`config.mk`:
```
export PLATFORM = sky130hd
export DESIGN_NAME = ir_distance_linearizer_minmax_top
export DESIGN_NICKNAME = d
export VERILOG_FILES = /design/src/design/irdl_pkg.sv /design/src/design/irdl_mul.sv /design/src/design/irdl_track.sv /design/src/design/ir_distance_linearizer_minmax_top.sv
export SDC_FILE = /design/constraint.sdc
export NUM_CORES = 1
export LEC_CHECK = 0
export BUFFER_PORTS_ARGS = -buffer_cell sky130_fd_sc_hd__buf_2
export CORE_MARGIN = 5
export CORE_UTILIZATION = 65
export DETAILED_ROUTE_END_ITERATION = 7
export PLACE_DENSITY_LB_ADDON = 0.15
export RECOVER_POWER = 100
export SYNTH_ARGS = -nofsm -noshare
export SYNTH_HDL_FRONTEND = slang
export SYNTH_SLANG_ARGS = --single-unit
```
`constraint.sdc`:
```
create_clock -name clk -period 12.4 [get_ports clk]
set_input_delay 2.48 -clock clk [delete_from_list [all_inputs] [get_ports clk]]
set_output_delay 2.48 -clock clk [all_outputs]
set_load 0.01 [all_outputs]
```
`src/design/irdl_pkg.sv`:
```
// shared types and constants for the ir distance linearizer
// no dependencies; used by every module of the block
`timescale 1ns / 1ps

package irdl_pkg;

	// operation codes
	localparam logic [1:0] OP_READ  = 2'd0;
	localparam logic [1:0] OP_RESET = 2'd1;
	localparam logic [1:0] OP_QUERY = 2'd2;

	// shared multiplier operand and product widths
	localparam int MUL_A_W = 23;
	localparam int MUL_B_W = 22;
	localparam int MUL_P_W = MUL_A_W + MUL_B_W;

	// reciprocal shift: q = (z * m) >> RECIP_SHIFT is exact for the operand ranges used
	localparam int RECIP_SHIFT = 25;
	localparam logic [MUL_B_W-1:0] RECIP_10 = 22'd3355444;

	// voltage scale used for threshold tests, hundredths of a volt
	localparam logic [MUL_B_W-1:0] VOLT_PCT = 22'd100;

	// clamp limits on v in units of 2^-16 V
	localparam logic signed [19:0] V_CLAMP_NEAR = 20'sd124519; // 1.9 V and above
	localparam logic signed [19:0] V_CLAMP_FAR  = 20'sd19660;  // 0.3 V and below

	// clamped distances, cm Q8.8
	localparam logic [15:0] D_NEAR = 16'd2560;
	localparam logic [15:0] D_FAR  = 16'd38400;

	localparam int SEG_N = 5;
	typedef logic [2:0] seg_idx_t;

	// lower segment edges on v (segments 0 to 3; segment 4 takes the rest)
	localparam logic [16:0] SEG_VMIN [SEG_N-1] = '{17'd72090, 17'd49152, 17'd39322, 17'd26215};
	// lower edge voltage in hundredths times 65536
	localparam logic [23:0] SEG_VLO [SEG_N] =
		'{24'd7208960, 24'd4915200, 24'd3932160, 24'd2621440, 24'd1966080};
	// distance drop across the segment, cm
	localparam logic [MUL_B_W-1:0] SEG_DD [SEG_N] = '{22'd10, 22'd10, 22'd20, 22'd50, 22'd50};
	// rounding term 128 * width
	localparam logic [25:0] SEG_HALF [SEG_N] = '{26'd10240, 26'd4480, 26'd1920, 26'd2560, 26'd1280};
	// reciprocal of segment width in hundredths, scaled by 2^25
	localparam logic [MUL_B_W-1:0] SEG_RECIP [SEG_N] =
		'{22'd419431, 22'd958699, 22'd2236963, 22'd1677722, 22'd3355444};
	// distance at the lower edge, cm Q8.8
	localparam logic [15:0] SEG_DA [SEG_N] = '{16'd5120, 16'd7680, 16'd12800, 16'd25600, 16'd38400};

	typedef enum logic [2:0] {
		ST_IDLE,
		ST_VOLT,
		ST_SEG,
		ST_DV,
		ST_DIVW,
		ST_DIST,
		ST_UPD
	} st_t;

	// request to the shared multiplier
	typedef struct packed {
		logic               en;
		logic [MUL_A_W-1:0] a;
		logic [MUL_B_W-1:0] b;
	} mul_req_t;

	// update request to the last/min/max tracker
	typedef struct packed {
		logic        en;
		logic        set_all;
		logic [15:0] dist_cm;
	} upd_t;

endpackage

```
`src/design/irdl_mul.sv`:
```
// shared unsigned multiplier with registered product
// depends on irdl_pkg for the request type and widths
`timescale 1ns / 1ps

module irdl_mul (
	input  logic                          clk,
	input  irdl_pkg::mul_req_t            req,
	output logic [irdl_pkg::MUL_P_W-1:0]  prod
);

	logic [irdl_pkg::MUL_P_W-1:0] prod_q;

	always_ff @(posedge clk) begin
		if (req.en) begin
			prod_q <= irdl_pkg::MUL_P_W'(req.a) * irdl_pkg::MUL_P_W'(req.b);
		end
	end

	assign prod = prod_q;

endmodule

```
`src/design/irdl_track.sv`:
```
// last, minimum and maximum distance hold
// depends on irdl_pkg for the update request type
`timescale 1ns / 1ps

module irdl_track (
	input  logic            clk,
	input  logic            arst_n,
	input  irdl_pkg::upd_t  upd,
	output logic [15:0]     last_dist,
	output logic [15:0]     min_dist,
	output logic [15:0]     max_dist
);

	logic        have_q;
	logic [15:0] last_q;
	logic [15:0] min_q;
	logic [15:0] max_q;

	always_ff @(posedge clk or negedge arst_n) begin
		if (!arst_n) begin
			have_q <= 1'b0;
			last_q <= '0;
			min_q  <= '0;
			max_q  <= '0;
		end else if (upd.en) begin
			have_q <= 1'b1;
			last_q <= upd.dist_cm;
			// first sample or explicit reset seeds both extremes
			if (upd.set_all || !have_q) begin
				min_q <= upd.dist_cm;
				max_q <= upd.dist_cm;
			end else begin
				if (upd.dist_cm < min_q) begin
					min_q <= upd.dist_cm;
				end
				if (upd.dist_cm > max_q) begin
					max_q <= upd.dist_cm;
				end
			end
		end
	end

	assign last_dist = last_q;
	assign min_dist  = min_q;
	assign max_dist  = max_q;

`ifndef SYNTHESIS
	a_order: assert property (@(posedge clk) disable iff (!arst_n)
		have_q |-> (min_q <= last_q && last_q <= max_q))
		else $error("tracker order broken");

	a_clear: assert property (@(posedge clk) disable iff (!arst_n)
		!have_q |-> (last_q == 16'd0 && min_q == 16'd0 && max_q == 16'd0))
		else $error("tracker not clear before first sample");

	a_range: assert property (@(posedge clk) disable iff (!arst_n)
		have_q |-> (min_q >= irdl_pkg::D_NEAR && max_q <= irdl_pkg::D_FAR))
		else $error("tracked distance out of range");
`endif

endmodule

```
`src/design/ir_distance_linearizer_minmax_top.sv`:
```
// top level of the ir distance linearizer with last/min/max hold
// depends on irdl_pkg, irdl_mul and irdl_track
`timescale 1ns / 1ps

// a read or reset item passes from acceptance through the states volt, seg, dv, divw
//   and dist to upd, a query item goes straight to upd; upd holds while the previous
//   result still waits for out_ready, and result valid is registered from upd. The single
//   shared multiplier is used four times per sample (scale, x100, slope,
//   reciprocal of segment width); the next item is accepted only once back in idle
// reset: arst_n clears sequencer, result valid, calibration offset and the held
//   distances to zero

module ir_distance_linearizer_minmax_top #(
	parameter int ADC_BITS = 16
) (
	input  logic               clk,
	input  logic               arst_n,

	// configuration
	input  logic               cfg_wr_en,
	input  logic signed [18:0] calibration_offset,

	// input items
	input  logic               in_valid,
	output logic               in_ready,
	input  logic [1:0]         operation,
	input  logic [15:0]        raw_sample,

	// result items
	output logic               out_valid,
	input  logic               out_ready,
	output logic [15:0]        distance,
	output logic [15:0]        min_distance,
	output logic [15:0]        max_distance
);

	localparam int          SAMPLE_SHIFT = 16 - ADC_BITS;
	localparam logic [15:0] SAMPLE_MASK  = 16'((32'd1 << ADC_BITS) - 32'd1);
	localparam int          AW           = irdl_pkg::MUL_A_W;
	localparam int          PW           = irdl_pkg::MUL_P_W;
	localparam int          RS           = irdl_pkg::RECIP_SHIFT;

	irdl_pkg::st_t      st_q, st_d;
	irdl_pkg::mul_req_t mul_req;
	irdl_pkg::upd_t     upd;

	logic [PW-1:0]      prod;
	logic signed [18:0] cal_q;
	logic               out_valid_q;
	logic               upd_go;

	// datapath registers
	logic [1:0]           op_q;
	logic signed [19:0]   v_q;
	irdl_pkg::seg_idx_t   seg_q;
	logic                 near_q;
	logic                 far_q;
	logic [15:0]          dist_q;

	// combinational datapath
	logic [15:0]          samp;
	logic [21:0]          x33;
	logic                 in_is_sample;
	logic                 op_is_sample;
	logic signed [19:0]   v_d;
	irdl_pkg::seg_idx_t   seg_d;
	logic [22:0]          dv;
	logic [25:0]          y;
	logic [15:0]          dist_d;

	// sample aligned to 16 bits, then times 33 by shift and add
	assign samp         = 16'((raw_sample & SAMPLE_MASK) << SAMPLE_SHIFT);
	assign x33          = 22'({samp, 5'b0}) + 22'(samp);
	assign in_is_sample = operation inside {irdl_pkg::OP_READ, irdl_pkg::OP_RESET};
	assign op_is_sample = op_q inside {irdl_pkg::OP_READ, irdl_pkg::OP_RESET};

	// volts in 2^-16 units: floor(33*s/10) plus offset
	assign v_d = $signed({2'b00, prod[RS+17:RS]}) + $signed({cal_q[18], cal_q});

	// segment pick; only meaningful when no clamp applies
	always_comb begin
		if (v_q[16:0] >= irdl_pkg::SEG_VMIN[0]) begin
			seg_d = 3'd0;
		end else if (v_q[16:0] >= irdl_pkg::SEG_VMIN[1]) begin
			seg_d = 3'd1;
		end else if (v_q[16:0] >= irdl_pkg::SEG_VMIN[2]) begin
			seg_d = 3'd2;
		end else if (v_q[16:0] >= irdl_pkg::SEG_VMIN[3]) begin
			seg_d = 3'd3;
		end else begin
			seg_d = 3'd4;
		end
	end

	// offset into the segment: 100*v minus lower edge
	assign dv = 23'(prod[23:0] - irdl_pkg::SEG_VLO[seg_q]);
	// slope product plus half a step for round to nearest
	assign y  = prod[25:0] + irdl_pkg::SEG_HALF[seg_q];

	always_comb begin
		if (near_q) begin
			dist_d = irdl_pkg::D_NEAR;
		end else if (far_q) begin
			dist_d = irdl_pkg::D_FAR;
		end else begin
			dist_d = irdl_pkg::SEG_DA[seg_q] - 16'(prod[RS+14:RS]);
		end
	end

	// calibration register
	always_ff @(posedge clk or negedge arst_n) begin
		if (!arst_n) begin
			cal_q <= '0;
		end else if (cfg_wr_en) begin
			cal_q <= calibration_offset;
		end
	end

	// sequencer state
	always_ff @(posedge clk or negedge arst_n) begin
		if (!arst_n) begin
			st_q <= irdl_pkg::ST_IDLE;
		end else begin
			st_q <= st_d;
		end
	end

	// next state and multiplier operand selection
	always_comb begin
		st_d        = st_q;
		mul_req.en  = 1'b0;
		mul_req.a   = '0;
		mul_req.b   = '0;
		upd_go      = 1'b0;
		case (st_q)
			irdl_pkg::ST_IDLE: begin
				if (in_valid) begin
					if (in_is_sample) begin
						mul_req.en = 1'b1;
						mul_req.a  = AW'(x33);
						mul_req.b  = irdl_pkg::RECIP_10;
						st_d       = irdl_pkg::ST_VOLT;
					end else begin
						st_d = irdl_pkg::ST_UPD;
					end
				end
			end
			irdl_pkg::ST_VOLT: begin
				st_d = irdl_pkg::ST_SEG;
			end
			irdl_pkg::ST_SEG: begin
				mul_req.en = 1'b1;
				mul_req.a  = AW'(v_q[16:0]);
				mul_req.b  = irdl_pkg::VOLT_PCT;
				st_d       = irdl_pkg::ST_DV;
			end
			irdl_pkg::ST_DV: begin
				mul_req.en = 1'b1;
				mul_req.a  = dv;
				mul_req.b  = irdl_pkg::SEG_DD[seg_q];
				st_d       = irdl_pkg::ST_DIVW;
			end
			irdl_pkg::ST_DIVW: begin
				// divide by the segment width through its reciprocal
				mul_req.en = 1'b1;
				mul_req.a  = AW'(y[25:8]);
				mul_req.b  = irdl_pkg::SEG_RECIP[seg_q];
				st_d       = irdl_pkg::ST_DIST;
			end
			irdl_pkg::ST_DIST: begin
				st_d = irdl_pkg::ST_UPD;
			end
			irdl_pkg::ST_UPD: begin
				// hold while the previous result is still waiting
				if (!out_valid_q || out_ready) begin
					upd_go = 1'b1;
					st_d   = irdl_pkg::ST_IDLE;
				end
			end
			default: begin
				st_d = irdl_pkg::ST_IDLE;
			end
		endcase
	end

	// datapath registers
	always_ff @(posedge clk) begin
		if (st_q == irdl_pkg::ST_IDLE && in_valid) begin
			op_q <= operation;
		end
		if (st_q == irdl_pkg::ST_VOLT) begin
			v_q <= v_d;
		end
		if (st_q == irdl_pkg::ST_SEG) begin
			seg_q  <= seg_d;
			near_q <= (v_q >= irdl_pkg::V_CLAMP_NEAR);
			far_q  <= (v_q <= irdl_pkg::V_CLAMP_FAR);
		end
		if (st_q == irdl_pkg::ST_DIST) begin
			dist_q <= dist_d;
		end
	end

	// result valid; the held distances themselves serve as the result register
	always_ff @(posedge clk or negedge arst_n) begin
		if (!arst_n) begin
			out_valid_q <= 1'b0;
		end else if (upd_go) begin
			out_valid_q <= 1'b1;
		end else if (out_ready) begin
			out_valid_q <= 1'b0;
		end
	end

	assign upd.en      = upd_go && op_is_sample;
	assign upd.set_all = (op_q == irdl_pkg::OP_RESET);
	assign upd.dist_cm = dist_q;

	irdl_mul u_mul (
		.clk  (clk),
		.req  (mul_req),
		.prod (prod)
	);

	irdl_track u_track (
		.clk       (clk),
		.arst_n    (arst_n),
		.upd       (upd),
		.last_dist (distance),
		.min_dist  (min_distance),
		.max_dist  (max_distance)
	);

	assign in_ready  = (st_q == irdl_pkg::ST_IDLE);
	assign out_valid = out_valid_q;

`ifndef SYNTHESIS
	a_sample_start: assert property (@(posedge clk) disable iff (!arst_n)
		(in_valid && in_ready &&
		 (operation == irdl_pkg::OP_READ || operation == irdl_pkg::OP_RESET))
		|=> st_q == irdl_pkg::ST_VOLT)
		else $error("sample item did not start conversion");

	a_upd_stall: assert property (@(posedge clk) disable iff (!arst_n)
		(st_q == irdl_pkg::ST_UPD && out_valid_q && !out_ready) |=> st_q == irdl_pkg::ST_UPD)
		else $error("update overran a pending result");

	a_dist_range: assert property (@(posedge clk) disable iff (!arst_n)
		(st_q == irdl_pkg::ST_UPD && op_is_sample)
		|-> (dist_q >= irdl_pkg::D_NEAR && dist_q <= irdl_pkg::D_FAR))
		else $error("converted distance out of range");
`endif

endmodule
```
* After elaboration in Yosys (flattened, before gate mapping) *
Memories as Yosys holds them, arrays and structs flattened.
Cells that the tools add are included.

word-level totals
  register bits after elaboration = 158
  latch bits = 0
  bits in writable memories = 0
  ROM bits = 880
  output and inout port bits = 50
  word-level logic and storage cells = 97
  memories = 5

cells by class
  add/subtract/negate cells = 5
  multiply operators = 1
  div/mod/pow operators = 0
  order comparisons = 9
  equal/unequal tests = 10
  shift-type cells = 0
  muxes and demuxes = 29
  bitwise logic cells = 1
  reduce and logical (&&, ||, !) cells = 20

memory list
  memory           depth  bits a word  read ports  clocked after Yosys merged registers in  write ports  line                                      source
  (no name shown)  8      26           1           0                                        0            ir_distance_linearizer_minmax_top.sv:98   assign y = prod[25:0] + irdl_pkg::SEG_HALF[seg_q];
  (no name shown)  8      24           1           0                                        0            ir_distance_linearizer_minmax_top.sv:96   assign dv = 23'(prod[23:0] - irdl_pkg::SEG_VLO[seg_q]);
  (no name shown)  8      22           1           0                                        0            ir_distance_linearizer_minmax_top.sv:167  mul_req.b = irdl_pkg::SEG_RECIP[seg_q];
  (no name shown)  8      22           1           0                                        0            ir_distance_linearizer_minmax_top.sv:160  mul_req.b = irdl_pkg::SEG_DD[seg_q];
  (no name shown)  8      16           1           0                                        0            ir_distance_linearizer_minmax_top.sv:106  dist_d = irdl_pkg::SEG_DA[seg_q] - 16'(prod[RS+14:RS]);

operator list
  cell                                                                                    count
  46-bit case mux with 4 select lines                                                     1
  16-bit 2-to-1 mux                                                                       7
  46-bit 2-to-1 mux                                                                       2
  22-bit 2-to-1 mux                                                                       4
  26-bit 2-to-1 mux                                                                       2
  23-bit 2-to-1 mux                                                                       2
  23-bit by 22-bit multiplier with 43-bit output                                          1
  17-bit by 16-bit greater-or-equal comparator with 1-bit output (second input constant)  2
  26-bit adder                                                                            1
  23-bit subtractor                                                                       1
  21-bit by 16-bit adder with 22-bit output                                               1
  3-bit case mux with 7 select lines                                                      1
  19-bit by 19-bit adder with 20-bit output                                               1
  20-bit by 18-bit greater-or-equal comparator with 1-bit output (second input constant)  1
  20-bit by 16-bit less-or-equal comparator with 1-bit output (second input constant)     1
  17-bit by 15-bit greater-or-equal comparator with 1-bit output (second input constant)  1
  17-bit greater-or-equal comparator (second input constant)                              1
  16-bit > comparator                                                                     1
  16-bit < comparator                                                                     1
  16-bit by 15-bit subtractor with 16-bit output                                          1
  3-bit 2-to-1 mux                                                                        4
  2-bit nonzero test                                                                      5
  3-bit == test (second input constant)                                                   3
  3-bit by 2-bit == test with 1-bit output (second input constant)                        2
  15 further kinds                                                                        28

* Depth between registers and ports, before layout *
Gate-level depths: netlist of run 1.

  word-level depth = 7
  mapped depth = 36
  depth with buffers taken out = 35

* Modules after synthesis *
A second synthesis of run 1 with hierarchy kept.

unflattened totals
  cell total of the unflattened synthesis = 2797
  area, all modules = 26548.0 um2

modules (own cells, without submodules)
  module                             times used  cells each  area each (um2)  sequential area each (um2)
  irdl_mul                           1           1937        17899.7          1351.3
  ir_distance_linearizer_minmax_top  1           642         5965.7           1866.8
  irdl_track                         1           218         2682.6           1226.2

* Worst setup path before layout of run 1 *
Ideal clock, no wire load.

  path type = in2reg
  start = in raw_sample[0]
  end = reg u_mul.prod_q, in the netlist u_mul.prod[34] (data pin)
  library setup time = 0.266 ns
  arrival time = 10.547 ns
  data required time = 12.134 ns
  slack = 1.587 ns
  cell stages on the path = 32
  buffers on the path = 2
  cell sequence = ha_1 inv_1 fa_1 nor2b_1 o21ai_0 a21boi_0 o31a_1 o2111ai_1 a2111oi_0 or2_2 clkbuf_2 a21oi_2 fa_1 fa_1 fa_1 inv_1 fa_1 fa_1 fa_1 inv_1 fa_1 inv_1 ha_1 clkbuf_1 a21oi_1 o21bai_1 a211o_1 a221o_1 a211oi_1 nand3b_1 a21boi_0 xor2_1

between the ends
  word-level cells in the longest chain between the ends = 5

ends and longest elaborated chain
  item                                            line                                      source
  start: declaration                              ir_distance_linearizer_minmax_top.sv:27   input logic [15:0] raw_sample,
  21-bit by 16-bit adder with 22-bit output       ir_distance_linearizer_minmax_top.sv:73   assign x33 = 22'({samp, 5'b0}) + 22'(samp);
  46-bit 2-to-1 mux                               ir_distance_linearizer_minmax_top.sv:138  if (in_is_sample) begin
  46-bit 2-to-1 mux                               ir_distance_linearizer_minmax_top.sv:137  if (in_valid) begin
  46-bit case mux with 4 select lines             ir_distance_linearizer_minmax_top.sv:135  case (st_q)
  23-bit by 22-bit multiplier with 43-bit output  irdl_mul.sv:15                            prod_q <= irdl_pkg::MUL_P_W'(req.a) * irdl_pkg::MUL_P_W'(req.b);
  end signal: assignment                          irdl_mul.sv:15
  end: declaration                                irdl_mul.sv:11                            logic [irdl_pkg::MUL_P_W-1:0] prod_q;

No other way between the ends.
A chain may end at the register's enable or synchronous reset.

* Worst setup path in the final report of run 1 *
  start = reg st_q[0]
  end = reg u_mul.prod_q, in the netlist u_mul.prod[42] (data pin)

between the ends
  word-level cells in the longest chain between the ends = 3
  elaborated cells on any way between the ends = 6
  those cells by class = mul: 1; eq/ne: 3; mux: 1; reduce/logical: 1

ends and longest elaborated chain
  item                                                line                                      source
  start: declaration                                  ir_distance_linearizer_minmax_top.sv:43   irdl_pkg::st_t st_q, st_d;
  start signal: assignment                            ir_distance_linearizer_minmax_top.sv:122  st_q <= irdl_pkg::ST_IDLE;
  start signal: assignment                            ir_distance_linearizer_minmax_top.sv:124  st_q <= st_d;
  3-bit == test (tied with other cells)               ir_distance_linearizer_minmax_top.sv:135
  46-bit case mux with 4 select lines (*)             ir_distance_linearizer_minmax_top.sv:135
  23-bit by 22-bit multiplier with 43-bit output (*)  irdl_mul.sv:15

Every way passes the cells marked *; elsewhere a longest branch is shown, timed or not.

==> out/results.txt, run 1 <==
final WL: 78900 um
post-synthesis sequential area ratio: 0.171
FP Rows: 72
status: finished, violations left
Wirelength per Cell: 23.5 um
max frequency: 83.9 MHz
Top-Level Pins: 92
Multi-input gate area: 0.0189 mm2
Commonest cells post-synth: inv_1, fa_1, nand2_1
clock tree from TritonCTS: built
Slew Limit Fails: 113
initial drt markers: 1992
Crit path max-delay family: buffers and inverters
core area: 0.0388 mm2
setup TNS: 0 ns
via count: 20200
Primary FF master, synth: edfxtp_1
fin crit period: 11.91 ns
clk_lat worst skew: 0.44 ns
largest net degree at the start of global routing: 73
area occupied by registers: 0.00438 mm2
critical path required time: 12.58 ns
number of synthesized flops with an enable pin: 86
layout cell share with drive strength beyond 1: 0.0742
Least-Margin Pin Slew: 3.93 ns
Worst Hold Endpoint: u_track.have_q
most crowded layer after global routing: met2
Hold Crit Depth: 1
Layout area overhead: 7.30%
Max-Cap Viols: 3
DRC: 0
share of the synthesized area in the top cell type: 0.329
class of the worst hold path: flop to flop
iteration count of the initial detailed-routing pass: 5
Worst Setup End Kind: flop
failing checks: max-capacitance violations, max-slew violations
via density per instance: 6.04
Final Setup Violations: 0
CTS clock-pin slew for the worst setup and hold paths: 0.07 ns
yosys warns: 0
Detail Route Antenna Nets: 0
synth unique cells: 84
Crit Path Category: flop to flop
most frequent cell after synthesis: inv_1
R2R cell count: 31
antenna violations before repair: 2
Cell Area, Synth: 0.0256 mm2
Placer Congestion: 1.01
final net count: 3508
number of port buffers: 91
Slowest Stage Delay on Critical Path: 1.26 ns
GRT met3 Usage: 0.0721
max_slew headroom: -1.62
die span in y: 208 um
Worst R2R Setup Slack: 0.49 ns
crit path max-delay cell type: clkbuf_1
clock buffer depth: 2
Yosys reg bits: 158
FF-to-FF Start: st_q[0]
clk_skew: 0.00892 ns
CP max FO: 27
post-CTS sizing: 0
period utilization: 0.961
RSZ-0062 raised after global routing: no
M1 GR Usage: 0.504
TritonCTS buffer count: 17
Fill cells: 3033
Synth area leaders: fa_1, ha_1, edfxtp_1
first-pass GRT wire length: 122000 um
M2 GR Usage: 0.571
Critical Path AT: 12.09 ns
# hold bufs at CTS: 0
worst r2r dst: u_mul.prod[42]
Root Driver: clkbuf_16
Horiz. Die Dim: 208 um
initial core utilization: 0.659
CP bufs+invs: 10
CP Launch Type: flop
Most common cell on crit path: fa_1
Async SR Flop Fraction: 0.456
cells after synthesis: 2687
endpoints failing hold: 0
GR Util All Layers: 0.368
die area: 0.0434 mm2
area leader, netlist: fa_1
postcts setup bufs: 0
htree depth: 4
DP HPWL: 65200 um
GRT overflow: 0
clk sink count: 158
Mean Syn Cell Area: 9.52 um2
vias in the first global route: 21100
HP Start: u_track.have_q
metrics by stage:
stage          worst slack (ns)  hold slack, ns  instance area, um2   util  cells
2_1_floorplan              1.59           0.432               25800      -   2736
6_report                  0.485           0.473               27500  0.707   3350
5_1_grt                  0.0489           0.497               27500  0.707   3348
3_5_place_dp              0.343           0.452               27000  0.694   3316
4_1_cts                   0.765           0.469               27600  0.710   3348
3_3_place_gp              0.615           0.446               27000  0.694   3316
layout make-up:
cell class,count,area share
flip-flops and latches,158,0.160
multi-input cells,1920,0.688
clock buffers,17,0.0155
inverters,581,0.0796
well taps,518,0.0236
repair buffers,139,0.0260
clock inverters,15,0.00720
diodes,2,0.000182
cells in the final DEF, fill, tap and decap left out, types with 22 or more instances in the layout:
master / Yosys / routed
inv_1: 579 / 579
fa_1: 420 / 420
nand2_1: 237 / 237
ha_1: 229 / 229
nor2_1: 166 / 166
a21oi_1: 108 / 108
edfxtp_1: 86 / 86
o21ai_0: 74 / 73
dfrtp_1: 72 / 72
xnor2_1: 69 / 69
mux2_2: 67 / 65
clkbuf_1: 54 / 63
conb_1: 2 / 51
nor3_1: 42 / 39
buf_4: 0 / 39
a21o_1: 37 / 37
buf_2: 13 / 37
and2_1: 39 / 36
nand3_1: 33 / 33
xor2_1: 27 / 27
nor2b_1: 22 / 22
and3_1: 22 / 22
logic make-up (layout without fill, tap and decap cells):
group                      count (synthesis)  count (layout)  synth area share
muxes                                     87              87            0.0373
other                                      2              53          0.000293
buffers and inverters                    658             752            0.0980
xor gates and xnor gates                  96              96            0.0329
DFF                                      158             158             0.171
AOI/OAI and AO/OA                        400             400             0.105
adders and majority gates                651             651             0.441
and+or+nand+nor                          635             635             0.114
sequential cells by signal, indices dropped and copies added (netlist names), 3 cells and up:
| signal | cells |
|---|---|
| u_track.min_dist | 16 |
| st_q | 3 |
| u_track.last_dist | 16 |
| seg_q | 3 |
| v_q | 20 |
| cal_q | 19 |
| u_track.max_dist | 16 |
| u_mul.prod | 43 |
| dist_q | 16 |
layer usage:
| metal | wire [um] | share of wire | vias to the layer above |
|---|---|---|---|
| met5 | 27 | 0.00034 | - |
| met4 | 4620 | 0.059 | 4 |
| met3 | 7990 | 0.10 | 281 |
| met2 | 35700 | 0.45 | 1119 |
| met1 | 30500 | 0.39 | 10000 |
| li1 | - | - | 8835 |
worst max-delay path by stage:
stage / cells past startpoint / end / slack, ns / startpoint
floorplan: 32 / u_mul.prod[34] / 1.59 / raw_sample[0]
global placement: 32 / u_mul.prod[41] / 0.62 / raw_sample[5]
detailed placement: 32 / u_mul.prod[41] / 0.34 / raw_sample[5]
CTS: 32 / u_mul.prod[41] / 0.76 / raw_sample[5]
global route: 31 / u_mul.prod[42] / 0.05 / st_q[0]
finish: 31 / u_mul.prod[42] / 0.49 / st_q[0]
Power of run 1 is left out: the tool's default activity adds up to more than one toggle a clock period on the data nets, which glitch-free logic cannot reach.
==> run 2: changes to the inputs <==
Settings changed: BUFFER_PORTS_ARGS -buffer_cell sky130_fd_sc_hd__buf_2 to -buffer_cell sky130_fd_sc_hd__buf_4, GPL_TIMING_DRIVEN set to 1.
==> out/results.txt, run 2 (synthesis gave the netlist of run 1 again) <==
# hold bufs at CTS: 0 (unchanged)
FP Rows: 72 (unchanged)
Max-Cap Viols: 3 (unchanged)
iteration count of the initial detailed-routing pass: 7 (was 5)
core area: 0.0388 mm2 (unchanged)
Wirelength per Cell: 23.6 um (was 23.5 um)
GRT overflow: 0 (unchanged)
max frequency: 85.0 MHz (was 83.9 MHz)
layout cell share with drive strength beyond 1: 0.0742 (about the same)
setup TNS: 0 ns (unchanged)
Top-Level Pins: 92 (unchanged)
RSZ-0062 raised after global routing: no (unchanged)
clk_skew: 0.00982 ns (was 0.00892 ns)
most common cell after layout, fill and taps aside: inv_1 (unchanged)
via density per instance: 6.06 (was 6.04)
clock tree from TritonCTS: built (unchanged)
clk sink count: 158 (unchanged)
CP bufs+invs: 6 (was 10)
endpoints failing hold: 0 (unchanged)
Worst Setup End Kind: flop (unchanged)
final WL: 79100 um (was 78900 um)
htree depth: 4 (unchanged)
Detail Route Antenna Nets: 0 (unchanged)
via count: 20300 (was 20200)
die span in y: 208 um (unchanged)
Root Driver: clkbuf_16 (unchanged)
largest net degree at the start of global routing: 73 (unchanged)
# diodes: 0 (was 2)
class of the worst hold path: flop to flop (unchanged)
final net count: 3509 (was 3508)
CP max FO: 7 (was 27)
initial drt markers: 2070 (was 1992)
Placer Congestion: 1.02 (was 1.01)
commonest non-fill, non-tap cells in the layout: inv_1, fa_1, nand2_1 (unchanged)
crit path max-delay cell type: a2111oi_0 (was clkbuf_1)
Critical Path AT: 11.97 ns (was 12.09 ns)
first-pass GRT wire length: 123000 um (was 122000 um)
initial core utilization: 0.659 (unchanged)
Final Setup Violations: 0 (unchanged)
vias in the first global route: 21100 (about the same)
CTS clock-pin slew for the worst setup and hold paths: 0.07 ns (about the same)
Slew Limit Fails: 124 (was 113)
Layout area overhead: 7.48% (was 7.30%)
clock buffer depth: 2 (unchanged)
critical path required time: 12.59 ns (was 12.58 ns)
Crit Path Category: primary input to flop (was flop to flop)
TritonCTS buffer count: 17 (unchanged)
CP Launch Type: primary input (was flop)
Crit path max-delay family: adder cells (was buffers and inverters)
Least-Margin Pin Slew: 3.92 ns (was 3.93 ns)
Horiz. Die Dim: 208 um (unchanged)
GR Util All Layers: 0.371 (was 0.368)
number of port buffers: 91 (unchanged)
post-CTS sizing: 0 (unchanged)
postcts setup bufs: 0 (unchanged)
antenna violations before repair: 0 (was 2)
max_slew headroom: -1.62 (about the same)
clk_lat worst skew: 0.45 ns (was 0.44 ns)
DP HPWL: 66100 um (was 65200 um)
status: finished, violations left (unchanged)
failing checks: max-capacitance violations, max-slew violations (unchanged)
DRC: 0 (unchanged)
max reg flops: 43 (unchanged)
fin crit period: 11.77 ns (was 11.91 ns)
die area: 0.0434 mm2 (unchanged)
Util after Layout: 0.708 (was 0.707)
Slowest Stage Delay on Critical Path: 0.71 ns (was 1.26 ns)
Most common cell on crit path: fa_1 (unchanged)
period utilization: 0.949 (was 0.961)
## run 2: cell types whose count changed in the layout (fill, tap and decap cells not counted), sizes merged
cell | previous run | this run
inv | 590 | 589
clkbuf | 80 | 85
diode | 2 | 0
clkinvlp | 0 | 1
clkinv | 3 | 4
bufinv | 3 | 0
buf | 76 | 74
## run 2: routing by layer
| metal | track usage | wire (um) | vias to the layer above |
|---|---|---|---|
| li1 | - | - | 8876 |
| met4 | 0.155 | 4380 | 0 |
| met1 | 0.504 | 30400 | 10100 |
| met2 | 0.579 | 36100 | 1086 |
| met3 | 0.0869 | 8220 | 254 |
| met5 | 0 | 0 | - |
## run 2: layout make-up
type                            count  area (um2)
Tap cell                          518         648
Clock buffer                       19         454
Multi-Input combinational cell   1920       18900
Sequential cell                   158        4380
Timing Repair Buffer              140         811
Fill cell                        3019       11300
Inverter                          581        2190
Clock inverter                     13         120
## run 2: path summary, 6_finish.rpt
kind | startpoint | to | slack, ns | cells past startpoint
max | raw_sample[5] | u_mul.prod[41] | 0.63 | 32
max reg2reg | st_q[0] | u_mul.prod[35] | 1.08 | 25
min in group asynchronous | arst_n | cal_q[17] | 3.37 | 1
max in group asynchronous | arst_n | u_track.last_dist[7] | 6.80 | 1
min | u_track.have_q | u_track.have_q | 0.48 | 1
min reg2reg | u_track.have_q | u_track.have_q | 0.48 | 1
## run 2: worst reg2reg max path, delay by kind of cell, from the launching register on
family	cells	cell delay [ns]
DFF	1	0.33
AOI/OAI and AO/OA	6	2.12
and+or+nand+nor	6	2.28
buffers and inverters	4	2.28
adders and majority gates	8	3.93
xor gates and xnor gates	1	0.14
## run 2: stage by stage
step	instance area, um2	hold WS [ns]	worst slack, ns	instances
4_1_cts	27800	0.480	0.794	3349
2_1_floorplan	25800	0.432	1.59	2736
3_3_place_gp	27200	0.446	0.575	3317
3_5_place_dp	27200	0.461	0.372	3317
5_1_grt	27500	0.490	0.0345	3349
6_report	27500	0.484	0.628	3349
Power of run 2 is left out for the same reason.
